### src/rtl/swmd_pkg.sv
package swmd_pkg;

  localparam logic [1:0] OP_PUSH   = 2'd0;
  localparam logic [1:0] OP_POP    = 2'd1;
  localparam logic [1:0] OP_DELMID = 2'd2;

  localparam logic [1:0] ERR_OK    = 2'd0;
  localparam logic [1:0] ERR_FULL  = 2'd1;
  localparam logic [1:0] ERR_EMPTY = 2'd2;

  localparam logic signed [31:0] EMPTY_VALUE = -32'sd1;

  typedef struct packed {
    logic [1:0]         func;
    logic signed [31:0] data_in;
  } req_t;

  typedef struct packed {
    logic signed [31:0] top_value;
    logic signed [31:0] middle_value;
    logic               is_empty;
    logic [4:0]         entry_count;
    logic [1:0]         error_code;
  } rsp_t;

  typedef struct packed {
    logic       latch;
    logic       push;
    logic       dec;
    logic       err_we;
    logic [1:0] err_code;
    logic       mid_start;
    logic       shift_rd;
    logic       shift_wr;
    logic       load_out;
  } dp_cmd_t;

  typedef struct packed {
    logic [1:0] func;
    logic       full;
    logic       empty;
    logic       shift_done;
    logic       out_free;
  } dp_status_t;

endpackage

### src/rtl/swmd_ram.sv
module swmd_ram #(
  parameter int WIDTH = 32,
  parameter int DEPTH = 16,
  parameter int AW    = (DEPTH > 1) ? $clog2(DEPTH) : 1
) (
  input  logic             clk,
  input  logic             we,
  input  logic [AW-1:0]    waddr,
  input  logic [WIDTH-1:0] wdata,
  input  logic [AW-1:0]    raddr_a,
  output logic [WIDTH-1:0] rdata_a,
  input  logic [AW-1:0]    raddr_b,
  output logic [WIDTH-1:0] rdata_b
);

  logic [WIDTH-1:0] mem [DEPTH];

  always_ff @(posedge clk) begin
    if (we) begin
      mem[waddr] <= wdata;
    end
    rdata_a <= mem[raddr_a];
    rdata_b <= mem[raddr_b];
  end

endmodule

### src/rtl/swmd_ctrl.sv
module swmd_ctrl (
  input  logic                 clk,
  input  logic                 rst,
  input  logic                 req_valid,
  output logic                 req_ready,
  input  swmd_pkg::dp_status_t status,
  output swmd_pkg::dp_cmd_t    cmd
);
  import swmd_pkg::*;

  typedef enum logic [5:0] {
    S_IDLE  = 6'b000001,
    S_EXEC  = 6'b000010,
    S_SH_RD = 6'b000100,
    S_SH_WR = 6'b001000,
    S_READ  = 6'b010000,
    S_LOAD  = 6'b100000
  } state_t;

  state_t state;
  state_t state_next;

  assign req_ready = (state == S_IDLE);

  always_comb begin
    state_next = state;
    cmd        = '0;
    unique case (state)
      S_IDLE: begin
        if (req_valid) begin
          cmd.latch  = 1'b1;
          state_next = S_EXEC;
        end
      end
      S_EXEC: begin
        cmd.err_we   = 1'b1;
        cmd.err_code = ERR_OK;
        state_next   = S_READ;
        unique case (status.func)
          OP_PUSH: begin
            if (status.full) begin
              cmd.err_code = ERR_FULL;
            end else begin
              cmd.push = 1'b1;
            end
          end
          OP_POP: begin
            if (status.empty) begin
              cmd.err_code = ERR_EMPTY;
            end else begin
              cmd.dec = 1'b1;
            end
          end
          OP_DELMID: begin
            if (status.empty) begin
              cmd.err_code = ERR_EMPTY;
            end else begin
              cmd.mid_start = 1'b1;
              state_next    = S_SH_RD;
            end
          end
          default: begin
          end
        endcase
      end
      S_SH_RD: begin
        if (status.shift_done) begin
          cmd.dec    = 1'b1;
          state_next = S_READ;
        end else begin
          cmd.shift_rd = 1'b1;
          state_next   = S_SH_WR;
        end
      end
      S_SH_WR: begin
        cmd.shift_wr = 1'b1;
        state_next   = S_SH_RD;
      end
      S_READ: begin
        state_next = S_LOAD;
      end
      S_LOAD: begin
        if (status.out_free) begin
          cmd.load_out = 1'b1;
          state_next   = S_IDLE;
        end
      end
      default: begin
        state_next = S_IDLE;
      end
    endcase
  end

  always_ff @(posedge clk) begin
    if (rst) begin
      state <= S_IDLE;
    end else begin
      state <= state_next;
    end
  end

endmodule

### src/rtl/swmd_dp.sv
module swmd_dp #(
  parameter int DEPTH = 16
) (
  input  logic                 clk,
  input  logic                 rst,
  input  swmd_pkg::req_t       req,
  input  swmd_pkg::dp_cmd_t    cmd,
  output swmd_pkg::dp_status_t status,
  output logic                 rsp_valid,
  input  logic                 rsp_ready,
  output swmd_pkg::rsp_t       rsp
);
  import swmd_pkg::*;

  localparam int AW = (DEPTH > 1) ? $clog2(DEPTH) : 1;
  localparam int CW = $clog2(DEPTH + 1);

  function automatic logic [AW-1:0] to_addr(input logic [CW-1:0] v);
    logic [CW+AW-1:0] w;
    w = (CW + AW)'(v);
    return w[AW-1:0];
  endfunction

  logic [1:0]        func_q;
  logic [31:0]       data_q;
  logic [1:0]        err_q;
  logic [CW-1:0]     cnt;
  logic [AW-1:0]     ptr;
  logic [CW-1:0]     mid_cnt;
  logic [AW-1:0]     top_addr;
  logic [AW-1:0]     mid_addr;
  logic [CW+AW:0]    ptr_inc;
  logic [CW+AW:0]    cnt_wide;
  logic [CW+4:0]     cnt_ext;
  logic              we;
  logic [AW-1:0]     waddr;
  logic [31:0]       wdata;
  logic [AW-1:0]     raddr_a;
  logic [31:0]       rdata_a;
  logic [31:0]       rdata_b;

  assign mid_cnt  = cnt - CW'(1) - (cnt >> 1);
  assign top_addr = to_addr(cnt - CW'(1));
  assign mid_addr = to_addr(mid_cnt);
  assign ptr_inc  = (CW + AW + 1)'(ptr) + (CW + AW + 1)'(1);
  assign cnt_wide = (CW + AW + 1)'(cnt);
  assign cnt_ext  = (CW + 5)'(cnt);

  assign we      = cmd.push | cmd.shift_wr;
  assign waddr   = cmd.shift_wr ? ptr : to_addr(cnt);
  assign wdata   = cmd.shift_wr ? rdata_a : data_q;
  assign raddr_a = cmd.shift_rd ? ptr + AW'(1) : top_addr;

  swmd_ram #(
    .WIDTH (32),
    .DEPTH (DEPTH)
  ) u_ram (
    .clk     (clk),
    .we      (we),
    .waddr   (waddr),
    .wdata   (wdata),
    .raddr_a (raddr_a),
    .rdata_a (rdata_a),
    .raddr_b (mid_addr),
    .rdata_b (rdata_b)
  );

  assign status.func       = func_q;
  assign status.full       = (cnt == CW'(DEPTH));
  assign status.empty      = (cnt == '0);
  assign status.shift_done = (ptr_inc >= cnt_wide);
  assign status.out_free   = !rsp_valid || rsp_ready;

  always_ff @(posedge clk) begin
    if (cmd.latch) begin
      func_q <= req.func;
      data_q <= req.data_in;
    end
    if (cmd.err_we) begin
      err_q <= cmd.err_code;
    end
    if (cmd.mid_start) begin
      ptr <= mid_addr;
    end else if (cmd.shift_wr) begin
      ptr <= ptr + AW'(1);
    end
    if (cmd.load_out) begin
      if (cnt == '0) begin
        rsp.top_value    <= EMPTY_VALUE;
        rsp.middle_value <= EMPTY_VALUE;
        rsp.is_empty     <= 1'b1;
      end else begin
        rsp.top_value    <= rdata_a;
        rsp.middle_value <= rdata_b;
        rsp.is_empty     <= 1'b0;
      end
      rsp.entry_count <= cnt_ext[4:0];
      rsp.error_code  <= err_q;
    end
  end

  always_ff @(posedge clk) begin
    if (rst) begin
      cnt       <= '0;
      rsp_valid <= 1'b0;
    end else begin
      if (cmd.push) begin
        cnt <= cnt + CW'(1);
      end else if (cmd.dec) begin
        cnt <= cnt - CW'(1);
      end
      if (cmd.load_out) begin
        rsp_valid <= 1'b1;
      end else if (rsp_ready) begin
        rsp_valid <= 1'b0;
      end
    end
  end

endmodule

### src/rtl/stack_with_middle_delete_core.sv
// Bounded stack of DEPTH signed words held in a RAM, which also reports and can remove its
// middle entry (the one floor(n/2) places below the top). Each request item pushes, pops or
// deletes the middle, and yields one response item with the top and middle values, the empty
// flag, the count and an error code. A push, a pop, a refused operation or an unused code
// passes the execute, read and load states before the next request is taken. Deleting
// the middle of a stack with n entries adds shift read and write states, as the floor(n/2)
// entries above the middle move down one at a time through the RAM, a read and a write per
// entry. The response waits in an output register, so the next request is taken meanwhile.
module stack_with_middle_delete_core #(
  parameter int DEPTH = 16
) (
  input  logic           clk,
  input  logic           rst,
  input  logic           req_valid,
  output logic           req_ready,
  input  swmd_pkg::req_t req,
  output logic           rsp_valid,
  input  logic           rsp_ready,
  output swmd_pkg::rsp_t rsp
);
  import swmd_pkg::*;

  dp_cmd_t    cmd;
  dp_status_t status;

  swmd_ctrl u_ctrl (
    .clk       (clk),
    .rst       (rst),
    .req_valid (req_valid),
    .req_ready (req_ready),
    .status    (status),
    .cmd       (cmd)
  );

  swmd_dp #(
    .DEPTH (DEPTH)
  ) u_dp (
    .clk       (clk),
    .rst       (rst),
    .req       (req),
    .cmd       (cmd),
    .status    (status),
    .rsp_valid (rsp_valid),
    .rsp_ready (rsp_ready),
    .rsp       (rsp)
  );

endmodule

### config.mk
export PLATFORM = sky130hd
export DESIGN_NAME = stack_with_middle_delete_core
export DESIGN_NICKNAME = d
export VERILOG_FILES = /design/src/rtl/swmd_pkg.sv /design/src/rtl/swmd_ram.sv /design/src/rtl/swmd_ctrl.sv /design/src/rtl/swmd_dp.sv /design/src/rtl/stack_with_middle_delete_core.sv
export SDC_FILE = /design/constraint.sdc
export NUM_CORES = 1
export LEC_CHECK = 0
export ABC_CLOCK_PERIOD_IN_PS = 7110
export BUFFER_PORTS_ARGS = -buffer_cell sky130_fd_sc_hd__buf_4
export CAP_MARGIN = 25
export CORE_UTILIZATION = 35
export DETAILED_ROUTE_END_ITERATION = 8
export PLACE_DENSITY_LB_ADDON = 0.2
export SYNTH_ARGS = -nofsm -noshare
export SYNTH_HDL_FRONTEND = slang
export SYNTH_SLANG_ARGS = --single-unit
### constraint.sdc
create_clock -name clk -period 7.11 [get_ports clk]
set_clock_uncertainty 0.1 [all_clocks]
set_input_delay 1.0665 -clock clk [delete_from_list [all_inputs] [get_ports clk]]
set_output_delay 1.0665 -clock clk [all_outputs]
set_load 0.02 [all_outputs]
==> impl_metrics.json <==
{
  "run_status": "finished with violations",
  "failing_checks": "design-rule violations",
  "r2r.worst_path.cells": 12,
  "rrSetupSlack_ns": 1.97,
  "area_delta_synth_final_pct": 15.5,
  "pwr-share-comb_pct": 4.4,
  "root_buffer": "clkbuf_16",
  "yosys_warnings": 0,
  "routabilityCongestion": 0.806,
  "clk_pin_slew_worst_paths_ns": 0.06,
  "multi_input_area_um2": 10500,
  "min-delay-path-class": "reg -> reg",
  "rsz0062_at_grt": "no",
  "synth_area_um2": 31300,
  "drive_gt1_share_pct": 19.9,
  "layoutNonFillerInstCount": 3437,
  "post_cts_hold_buffer_count": 0,
  "setup_violations": 0,
  "total_iterations_of_the_first_detailed_routing_run": 9,
  "post_cts_buffers": 0,
  "cp_capture_type": "flop",
  "finalCritPeriodShare_pct": 72.3,
  "ir_worst_vdd_mv": 0.134,
  "yosys.cell_types.count": 59,
  "asyncSetResetFlopFracSynth_pct": 0,
  "globalRouteOverflowTotal": 0,
  "synth_top_flop_cell": "edfxtp_1",
  "peak_freq_mhz": 194,
  "syn_inst": 2145,
  "cts_max_path_buffers": 3,
  "netSwitchingFraction_pct": 21.3,
  "switching_power_uw": 1880,
  "fill_cells": 8017,
  "period_needed_ns": 5.14,
  "detail_route.vias_per_cell": 5.86,
  "postSynthRegisterBits": 700,
  "post-place-cells": 3299,
  "clock_tree_from_tritoncts": "built",
  "numPortBuffers": 111,
  "groute.usage.overall_pct": 20.4,
  "placeableCoreArea_um2": 88500,
  "setup-tns-final_ns": 0,
  "crit_start": "u_dp.ptr[0]",
  "crit_type": "reg -> reg",
  "pwr-share-seq_pct": 51.6,
  "layout.area.seq_um2": 20300,
  "die_width_um": 301,
  "power-per-cell-area_nw_per_um2": 245,
  "routed_wl_mm": 93.0,
  "diodes": 0,
  "routed_wire_length_per_instance_um": 27.1,
  "die_area_um2": 90700,
  "fp-row-count": 109,
  "initialDrtViolationCount": 1913,
  "vias": 20132,
  "drv.max_cap_violation_count": 0,
  "critical_path.endpoint": "u_dp.u_ram.rdata_a[24]",
  "leak_uw": 0.0115,
  "worst-endpoint-arrival_ns": 5.60,
  "cp.required_ns": 7.56,
  "tightestPinTransition_ns": 1.06,
  "internal_power_uw": 6970,
  "final_max_slew_viol_count": 0,
  "die-height_um": 301,
  "grt_pass1_vias": 20657,
  "syn_nets": 2198,
  "critical_path.reg2reg.startpoint": "u_dp.ptr[0]",
  "drt_drc_violations_left": 12,
  "path_max_fanout": 43,
  "fin_total_pwr_uw": 8860,
  "sinks_on_clock_net": 700,
  "htreeDepth": 3,
  "clkLatencyLatePin_ns": 0.62,
  "hpwlAfterDp_mm": 51.6,
  "synth-seq-area-share_pct": 64.7,
  "worstReg2RegEnd": "u_dp.u_ram.rdata_a[24]",
  "cts_buf_count": 74,
  "grt_start_max_net_pins": 118,
  "crit_path_start_kind": "flop",
  "report.final.hold_viol_count": 0,
  "postSynthAreaPerCell_um2": 14.6,
  "floorplan.initialDensity_pct": 35.4,
  "grt_pass1_wl_mm": 136,
  "max_slew_margin_vs_limit_pct": 28.0,
  "power.clock.fraction_pct": 44.0,
  "nets": 2266,
  "post_synth_edffs": 624,
  "top_level_ports": 112,
  "antenna_violating_nets_post_route": 0,
  "cts_repair_resize_count": 0,
  "grt_antenna_before_repair": 0
}
final cells by class:
class,count,area share [%]
sequential,700,56.0
timing repair buffer,176,4.13
multi-input combinational,1243,29.1
clock buffer,104,5.66
tap,1165,4.03
clock inverter,31,0.971
inverter,18,0.187
routing by layer:
layer / global-route usage (%) / part of all wire, % / up-vias
li1: - / - / 8772
met1: 26.1 / 41 / 10397
met2: 34.5 / 49 / 767
met3: 3.00 / 5.8 / 196
met4: 8.25 / 3.6 / 0
met5: 0 / 0 / -
cell usage in the layout (no fill, tap or decap), types with 5 or more instances in the layout:
| master | n |
|---|---|
| nor3_1 | 5 |
| o211ai_1 | 120 |
| buf_4 | 164 |
| a2111oi_0 | 60 |
| o21ai_1 | 12 |
| a31oi_1 | 54 |
| nor2_1 | 13 |
| a221oi_1 | 51 |
| ha_1 | 13 |
| buf_12 | 9 |
| edfxtp_1 | 624 |
| nor2_4 | 16 |
| clkbuf_16 | 77 |
| o22ai_1 | 30 |
| nor2b_1 | 33 |
| a211oi_1 | 52 |
| dfxtp_1 | 76 |
| nand3_1 | 25 |
| mux4_2 | 128 |
| inv_1 | 16 |
| mux2i_1 | 97 |
| a311o_1 | 17 |
| bufinv_16 | 8 |
| xnor2_1 | 6 |
| o211a_1 | 17 |
| a21oi_1 | 46 |
| and2_1 | 18 |
| nand2_1 | 266 |
| clkinv_2 | 12 |
| nand2b_1 | 67 |
| or3b_1 | 15 |
| clkinv_1 | 9 |
| o21ai_0 | 11 |
| nor4_1 | 16 |
| clkbuf_1 | 25 |
through the flow:
| step | util, % | setup slack [ns] | instance area (um^2) | hold WS (ns) |
|---|---|---|---|---|
| 2_1_floorplan | - | 2.11 | 31300 | 0.300 |
| 3_3_place_gp | 38.0 | 2.08 | 33700 | 0.306 |
| 3_5_place_dp | 38.1 | 2.00 | 33700 | 0.306 |
| 4_1_cts | 40.8 | 1.96 | 36100 | 0.321 |
| 5_1_grt | 40.9 | 1.69 | 36200 | 0.323 |
| 6_report | 40.9 | 1.97 | 36200 | 0.319 |
sequential cells by signal, summed over array words and instances (netlist names):
| signal | flops |
|---|---|
| u_dp.err_q | 2 |
| u_dp.u_ram.mem | 512 |
| u_dp.rsp_valid | 1 |
| u_dp.func_q | 2 |
| u_dp.cnt | 5 |
| u_dp.u_ram.rdata_b | 32 |
| u_dp.rsp | 72 |
| u_dp.u_ram.rdata_a | 32 |
| u_dp.ptr | 4 |
| u_dp.data_q | 32 |
| u_ctrl.state | 6 |
worst max-delay path, stage by stage (launching register included):
cell	delay, ns
edfxtp_1	0.52
nand3_1	0.15
xor2_1	0.36
inv_1	0.08
ha_1	0.30
a21o_1	0.18
a21oi_1	0.37
o211a_4	0.36
buf_4	0.50
mux2_2	0.82
nand2_2	0.64
a221oi_1	0.47
a311o_1	0.17
synthesized netlist by cell type, types with 5 or more instances:
cell type | number | share of area [%]
or3b_1 | 15 | 0.42
buf_2 | 33 | 0.53
o21ai_0 | 11 | 0.18
a211oi_1 | 52 | 1.2
o22ai_1 | 30 | 0.60
o211ai_1 | 120 | 2.9
nand2b_1 | 67 | 1.3
nor4_1 | 16 | 0.32
o211a_1 | 17 | 0.54
a31oi_1 | 54 | 1.1
a2111oi_0 | 60 | 1.7
buf_1 | 17 | 0.20
and2_1 | 19 | 0.38
a21oi_1 | 46 | 0.73
inv_1 | 16 | 0.19
nor2_1 | 29 | 0.35
a221oi_1 | 51 | 1.4
edfxtp_1 | 624 | 60
mux2i_1 | 101 | 3.2
ha_1 | 14 | 0.56
xnor2_1 | 8 | 0.22
a311o_1 | 17 | 0.54
o21ai_1 | 14 | 0.22
nor3_1 | 5 | 0.080
nand3_1 | 26 | 0.42
nor2b_1 | 34 | 0.68
mux4_2 | 128 | 9.2
dfxtp_1 | 76 | 4.9
clkbuf_1 | 131 | 1.6
nand2_1 | 267 | 3.2
cell families (layout without fill, tap and decap cells):
family | after synthesis | count (layout) | share of synthesized area [%]
AND/OR/NAND/NOR | 501 | 501 | 7.75
multiplexers | 231 | 231 | 12.5
XOR/XNOR | 12 | 12 | 0.379
adder cells (fa/ha/maj) | 15 | 15 | 0.623
flip-flops | 700 | 700 | 64.7
buffers and inverters | 202 | 329 | 2.60
AO/OA/AOI/OAI | 484 | 484 | 11.5
worst min path at each step:
stage	start	endpoint	slack, ns	cells past startpoint
final	u_dp.err_q[1]	u_dp.rsp[1]	0.32	0
after global routing	u_dp.err_q[0]	u_dp.rsp[0]	0.32	0
after CTS	u_dp.err_q[0]	u_dp.rsp[0]	0.32	0
after detailed placement	u_dp.err_q[0]	u_dp.rsp[0]	0.31	0
after global placement	u_dp.err_q[0]	u_dp.rsp[0]	0.31	0
after floorplan	u_dp.err_q[0]	u_dp.rsp[0]	0.30	0
power by group through the flow:
stage / Combinational (uW) / Sequential [uW] / Clock [uW]
final: 389 / 4570 / 3900
after global placement: 385 / 4660 / 0
after detailed placement: 392 / 4660 / 0
after floorplan: 243 / 4640 / 0
after CTS: 393 / 4570 / 3970
after global routing: 423 / 4570 / 4120
Power figures use the tool's default switching activity.
